==> src/hw/rtl/pscc_pkg.sv <==
`timescale 1ns / 1ps
// ----------------------------------------------------------------------------
// Position/speed cascade controller package
// Shared widths, register indexes, reset values and interface types.
// ----------------------------------------------------------------------------
package pscc_pkg;

  // Default number of fractional bits of every fixed-point quantity.
  localparam int FracBitsDef = 16;

  // pi and 2*pi with 30 fractional bits, rounded to the target precision later.
  localparam logic [63:0] PiQ30    = 64'd3373259426;
  localparam logic [63:0] TwoPiQ30 = 64'd6746518852;

  // Field widths.
  localparam int AngleW  = 19;
  localparam int SpeedW  = 27;
  localparam int GainW   = 24;
  localparam int IqW     = 25;
  localparam int TdataW  = 72;
  localparam int CfgIdxW = 3;
  localparam int CfgDatW = 27;

  // Shared multiplier: unsigned gain times signed operand.
  localparam int MulAW  = GainW + 1;
  localparam int MulBW  = 32;
  localparam int ProdW  = MulAW + MulBW;
  localparam int AccW   = ProdW + 1;
  localparam int IntegW = 32;

  // Register indexes of the configuration port.
  localparam logic [CfgIdxW-1:0] RegPositionGain = 3'd0;
  localparam logic [CfgIdxW-1:0] RegSpeedGain    = 3'd1;
  localparam logic [CfgIdxW-1:0] RegSpeedIGainDt = 3'd2;
  localparam logic [CfgIdxW-1:0] RegSpeedFloor   = 3'd3;
  localparam logic [CfgIdxW-1:0] RegSpeedCeiling = 3'd4;
  localparam logic [CfgIdxW-1:0] RegCurrentLimit = 3'd5;

  // Reset values of the configuration registers.
  localparam logic [GainW-1:0]         RstPositionGain = 24'd65536;
  localparam logic [GainW-1:0]         RstSpeedGain    = 24'd65536;
  localparam logic [GainW-1:0]         RstSpeedIGainDt = 24'd655;
  localparam logic signed [SpeedW-1:0] RstSpeedFloor   = -27'sd6553600;
  localparam logic signed [SpeedW-1:0] RstSpeedCeiling = 27'sd6553600;
  localparam logic [GainW-1:0]         RstCurrentLimit = 24'd131072;

  // Current configuration as seen by the datapath.
  typedef struct packed {
    logic [GainW-1:0]         position_gain;
    logic [GainW-1:0]         speed_gain;
    logic [GainW-1:0]         speed_integral_gain_dt;
    logic signed [SpeedW-1:0] speed_floor;
    logic signed [SpeedW-1:0] speed_ceiling;
    logic [GainW-1:0]         current_limit;
  } cfg_t;

  // Operands presented to the shared multiplier.
  typedef struct packed {
    logic [GainW-1:0]        gain;
    logic signed [MulBW-1:0] operand;
  } mul_req_t;

endpackage

==> src/hw/rtl/pscc_cfg_regs.sv <==
`timescale 1ns / 1ps
// ----------------------------------------------------------------------------
// Configuration register file
// Decodes the plain write port into the six controller settings.
// ----------------------------------------------------------------------------
module pscc_cfg_regs import pscc_pkg::*; (
  input  logic               clk_i,
  input  logic               rst_ni,
  input  logic               cfg_we_i,
  input  logic [CfgIdxW-1:0] cfg_idx_i,
  input  logic [CfgDatW-1:0] cfg_wdata_i,
  output cfg_t               cfg_o
);

  cfg_t cfg_q;

  // Writes to an index outside the register list are dropped.
  always_ff @(posedge clk_i or negedge rst_ni) begin
    if (!rst_ni) begin
      cfg_q.position_gain          <= RstPositionGain;
      cfg_q.speed_gain             <= RstSpeedGain;
      cfg_q.speed_integral_gain_dt <= RstSpeedIGainDt;
      cfg_q.speed_floor            <= RstSpeedFloor;
      cfg_q.speed_ceiling          <= RstSpeedCeiling;
      cfg_q.current_limit          <= RstCurrentLimit;
    end else if (cfg_we_i) begin
      case (cfg_idx_i)
        RegPositionGain: cfg_q.position_gain          <= cfg_wdata_i[GainW-1:0];
        RegSpeedGain:    cfg_q.speed_gain             <= cfg_wdata_i[GainW-1:0];
        RegSpeedIGainDt: cfg_q.speed_integral_gain_dt <= cfg_wdata_i[GainW-1:0];
        RegSpeedFloor:   cfg_q.speed_floor            <= $signed(cfg_wdata_i[SpeedW-1:0]);
        RegSpeedCeiling: cfg_q.speed_ceiling          <= $signed(cfg_wdata_i[SpeedW-1:0]);
        RegCurrentLimit: cfg_q.current_limit          <= cfg_wdata_i[GainW-1:0];
        default: ;
      endcase
    end
  end

  assign cfg_o = cfg_q;

endmodule

==> config.mk <==
export PLATFORM = sky130hd
export DESIGN_NAME = pscc_cfg_regs
export DESIGN_NICKNAME = d
export VERILOG_FILES = /design/src/hw/rtl/pscc_pkg.sv /design/src/hw/rtl/pscc_cfg_regs.sv
export SDC_FILE = /design/constraint.sdc
export NUM_CORES = 1
export LEC_CHECK = 0
export ABC_AREA = 1
export BUFFER_PORTS_ARGS = -buffer_cell sky130_fd_sc_hd__buf_2
export CORE_MARGIN = 1.5
export CORE_UTILIZATION = 40
export DETAILED_ROUTE_END_ITERATION = 10
export SLEW_MARGIN = 30
export SYNTH_ARGS = -nofsm -noshare
export SYNTH_HDL_FRONTEND = slang
export SYNTH_SLANG_ARGS = --single-unit
==> constraint.sdc <==
create_clock -name clk_i -period 0.8 [get_ports clk_i]
set_input_delay 0.2 -clock clk_i [delete_from_list [all_inputs] [get_ports clk_i]]
set_output_delay 0.2 -clock clk_i [all_outputs]
set_load 0.005 [all_outputs]
### Yosys cells after proc, flatten, opt, wreduce, memory -nomap -nowiden

Index checks and enable logic that the tools add are counted.

* output and inout port bits: 150
* input port bits: 33
* word-level logic and storage cells: 18
* flip-flop bits (word level): 150

* equal/unequal tests: 5
* reduce and logical (&&, ||, !) cells: 7

Operators with widths (count)
* $reduce_and A2 Y1: 6
* $eq A3 B2 Y1 const B: 2
* $eq A3 B3 Y1 const B: 2
* $eq A3 B1 Y1 const B: 1
* $logic_not A3 Y1: 1

### Depth between registers and ports, before layout

* word-level depth: 2
* gate-level depth with buffers: 7
* mapped depth without buffers: 5

### Least setup slack after synthesis

Ideal clock, no wire load.

* path type: input to register
* start: input cfg_we_i
* end: register cfg_q (netlist bit cfg_o[57])
* stages: 7
* buffers on the path: 2
* arrival: 0.907 ns
* required time: 0.684 ns
* slack: -0.223 ns
* setup time: 0.116 ns
* cells stage by stage: inv_1 nor2_2 buf_2 nand2_2 buf_2 nand2_1 nand2_1

* word-level cells in the longest chain between the ends: 1

RTL lines
* from (decl): RTL line pscc_cfg_regs.sv:9 `input logic cfg_we_i,`
* $reduce_and A2 Y1 (no line)
* to (decl): RTL line pscc_cfg_regs.sv:15 `cfg_t cfg_q;`

No other way between the ends.
A chain may end at the register's enable or synchronous reset.

### Worst setup path in the final report

* start: register cfg_q (netlist bit cfg_o[77])
* end: output cfg_o[77] in the netlist's numbering

RTL lines
* to (decl): RTL line pscc_cfg_regs.sv:12 `output cfg_t cfg_o`

No word-level cell between the ends.

==> results.py <==
metrics = {
    "floorplan": {
        "dieArea_um2": 15460,
        "initial_core_util": 0.4068,
        "rows": 44,
        "die_x_um": 124.3,
        "core-area_um2": 14480,
        "io_pins": 183,
        "die_h_um": 124.3,
    },
    "place": {
        "gp_congestion": 0.8447,
        "preCtsSetupSlack_ps": -426.7,
        "dp_hpwl_um": 12190,
        "postPlaceCellArea_um2": 7350,
        "port_buffers": 182,
    },
    "cells_and_area": {
        "final_nets": 973,
        "fillers": 1243,
        "regArea_um2": 3777,
        "final_layout_size_suffix_gt1_frac": 0.3809,
        "fin_area_um2": 8680,
        "largest_reg_flops": 150,
        "num_antenna_cells": 0,
        "areaGrowthSynthToFinish_pct": 47.38,
        "multi_input_area_um2": 1996,
        "post-route-util": 0.5995,
    },
    "cts": {
        "tritoncts.num_buffers": 17,
        "cts_buffer_depth": 2,
        "cts-root-buf": "clkbuf_16",
        "cts_num_sinks": 150,
        "cts_max_level": 4,
        "cts.reportedPaths.clkPinSlew_ps": 60,
        "clock_latency_ps": 420,
        "cts_tree": "done",
    },
    "pwr": {
        "p_seq_frac": 0.432,
        "peakVddDrop_uv": 1342,
        "switching_share": 0.2668,
        "power_w": 0.02313,
        "power.density_nw_per_um2": 2664,
        "p_clk_frac": 0.347,
        "p_sw_w": 0.006171,
        "leakagePower_nw": 4.921,
        "p_int_w": 0.01696,
        "power_frac_comb": 0.220,
    },
    "yosys": {
        "netlist_instances": 658,
        "synth_cell_types": 12,
        "ys_seq_elements": 150,
        "syn_area_um2": 5889,
        "synth.avg_cell_area_um2": 8.950,
        "synth_top_area_frac": 0.5566,
        "synth_fp_nets": 691,
        "seq_area_frac_synth": 0.6414,
        "ys_top_cells_by_area": "dfrtp_1, nand2_1, dfstp_2",
        "yosys.area.top_type": "dfrtp_1",
        "yosys_warnings": 0,
    },
    "global_route": {
        "grt-ovfl-total": 0,
        "grt_most_used_layer": "met2",
        "grt_pass1_vias": 5310,
        "grt_pass1_wl_um": 28580,
        "gr-usage-met1": 0.3150,
        "grtUsageMet3": 0.05112,
        "grt_max_degree": 46,
        "grt_usage": 0.2383,
        "met2_usage": 0.3807,
        "antenna_found_initial": 0,
    },
    "timing": {
        "drv_slew": 0,
        "setup-violations-final": 155,
        "clock.fmax_mhz": 788.4,
        "finClkSkew_ps": 0,
        "worst_pin_slew_ps": 249.4,
        "relSlewSlack": 0.8337,
        "hold_slack_ps": 48.11,
        "post-route-period-util": 1.586,
        "worst_slack_ps": -468.5,
        "hold_viol": 0,
        "rsz0062_at_grt": "yes",
        "layout_min_cycle_time_ps": 1268,
    },
    "worst_setup_path": {
        "crit_chain": "buf_2",
        "critPathArrivalTime_ps": 1070,
        "slowest_stage": "dfstp_2",
        "required_ps": 600,
        "cp-start-kind": "flip-flop",
        "setup.worst_path.class": "flip-flop to primary output",
        "crit_family": "flip-flops",
        "end_kind": "primary output",
        "cp_num_buf_inv": 1,
        "crit_fanout": 2,
        "r2r_slack_ps": -50,
        "max_stage_delay_ps": 540,
    },
    "route": {
        "vias": 5595,
        "drc": 0,
        "drtIter0Drc": 420,
        "vias_per_cell": 4.921,
        "wire_per_inst_um": 16.27,
        "antenna_left": 0,
        "drt_pass1_iterations": 5,
        "wirelength_um": 18500,
    },
    "status": {
        "violations": "negative setup slack",
        "status": "complete, but fails checks",
    },
    "run": {
        "maxCapViolations": 0,
    },
    "hold_path": {
        "hp-class": "primary input to flip-flop",
    },
}
## cells in the mapped netlist
| library cell | number |
|---|---|
| buf_4 | 2 |
| nor2_2 | 3 |
| inv_2 | 2 |
| nor2_4 | 3 |
| inv_1 | 4 |
| nand2_1 | 359 |
| dfstp_2 | 19 |
| buf_2 | 31 |
| nand3_1 | 99 |
| nand2_2 | 2 |
| dfrtp_1 | 131 |
| clkbuf_1 | 3 |
## logic make-up (layout without fill, tap and decap cells)
family / count (synthesis) / in the layout / synth area share
buf+inv: 42 / 336 / 0.03463
flops: 150 / 150 / 0.6414
simple gates: 466 / 467 / 0.3240
## what timing repair did
action	4_1_cts	5_1_grt
cloned	0	1
hold buffers	4	0
pin swaps	0	8
resized for setup	5	25
hold endpoints to repair	134	0
buffers inserted	44	35
endpoints found under the setup margin	150	218
## power groups by stage
stage / logic [W] / registers (W) / clock network [W]
after floorplan: 0.00136 / 0.0101 / 0
after global placement: 0.00377 / 0.0100 / 0
after detailed placement: 0.00387 / 0.0101 / 0
after CTS: 0.00456 / 0.00996 / 0.00814
after global routing: 0.00565 / 0.0101 / 0.00850
final: 0.00510 / 0.0100 / 0.00803
## through the flow
stage / TNS (ps) / cells
5_1_grt: -57360 / 1137
4_1_cts: -54890 / 1106
6_report: -52500 / 1137
3_3_place_gp: -50690 / 1026
2_1_floorplan: -7781 / 658
3_5_place_dp: -54740 / 1026
## per-layer routing
metal	vias up	routed length, um
met3	32	1154
met5	-	0
met2	234	8852
met1	2703	8055
li1	2626	-
met4	0	436
## final timing paths
check | start | end | cells after the start
worst min-delay path | cfg_wdata_i[23] | cfg_o[74] | 3
worst min register to register | cfg_o[46] | cfg_o[46] | 2
max in group asynchronous | rst_ni | cfg_o[42] | 3
worst max-delay path | cfg_o[77] | cfg_o[77] | 1
min in group asynchronous | rst_ni | cfg_o[115] | 2
worst max register to register | cfg_o[68] | cfg_o[68] | 4
## cell usage in the layout, fill, tap and decap left out
| cell type | instances |
|---|---|
| clkinv_2 | 1 |
| dfrtp_1 | 131 |
| inv_8 | 1 |
| inv_2 | 2 |
| buf_2 | 172 |
| nand3_1 | 99 |
| clkbuf_4 | 1 |
| buf_12 | 13 |
| clkbuf_16 | 17 |
| clkbuf_1 | 6 |
| nor2_4 | 6 |
| inv_6 | 1 |
| inv_1 | 1 |
| bufinv_16 | 2 |
| nand2_8 | 3 |
| dfstp_2 | 19 |
| clkbuf_8 | 6 |
| nand2_2 | 10 |
| nand2_1 | 349 |
| buf_4 | 91 |
| inv_4 | 1 |
| buf_6 | 17 |
| dlygate4sd3_1 | 4 |
## layout make-up
cell class | instances | share of cell area
Clock inverter | 3 | 0.007496
Clock buffer | 29 | 0.06112
Inverter | 6 | 0.004325
Timing Repair Buffer | 298 | 0.2354
Tap cell | 184 | 0.02652
Sequential cell | 150 | 0.4352
Multi-Input combinational cell | 467 | 0.2299
(Power assumes the default switching activity.)
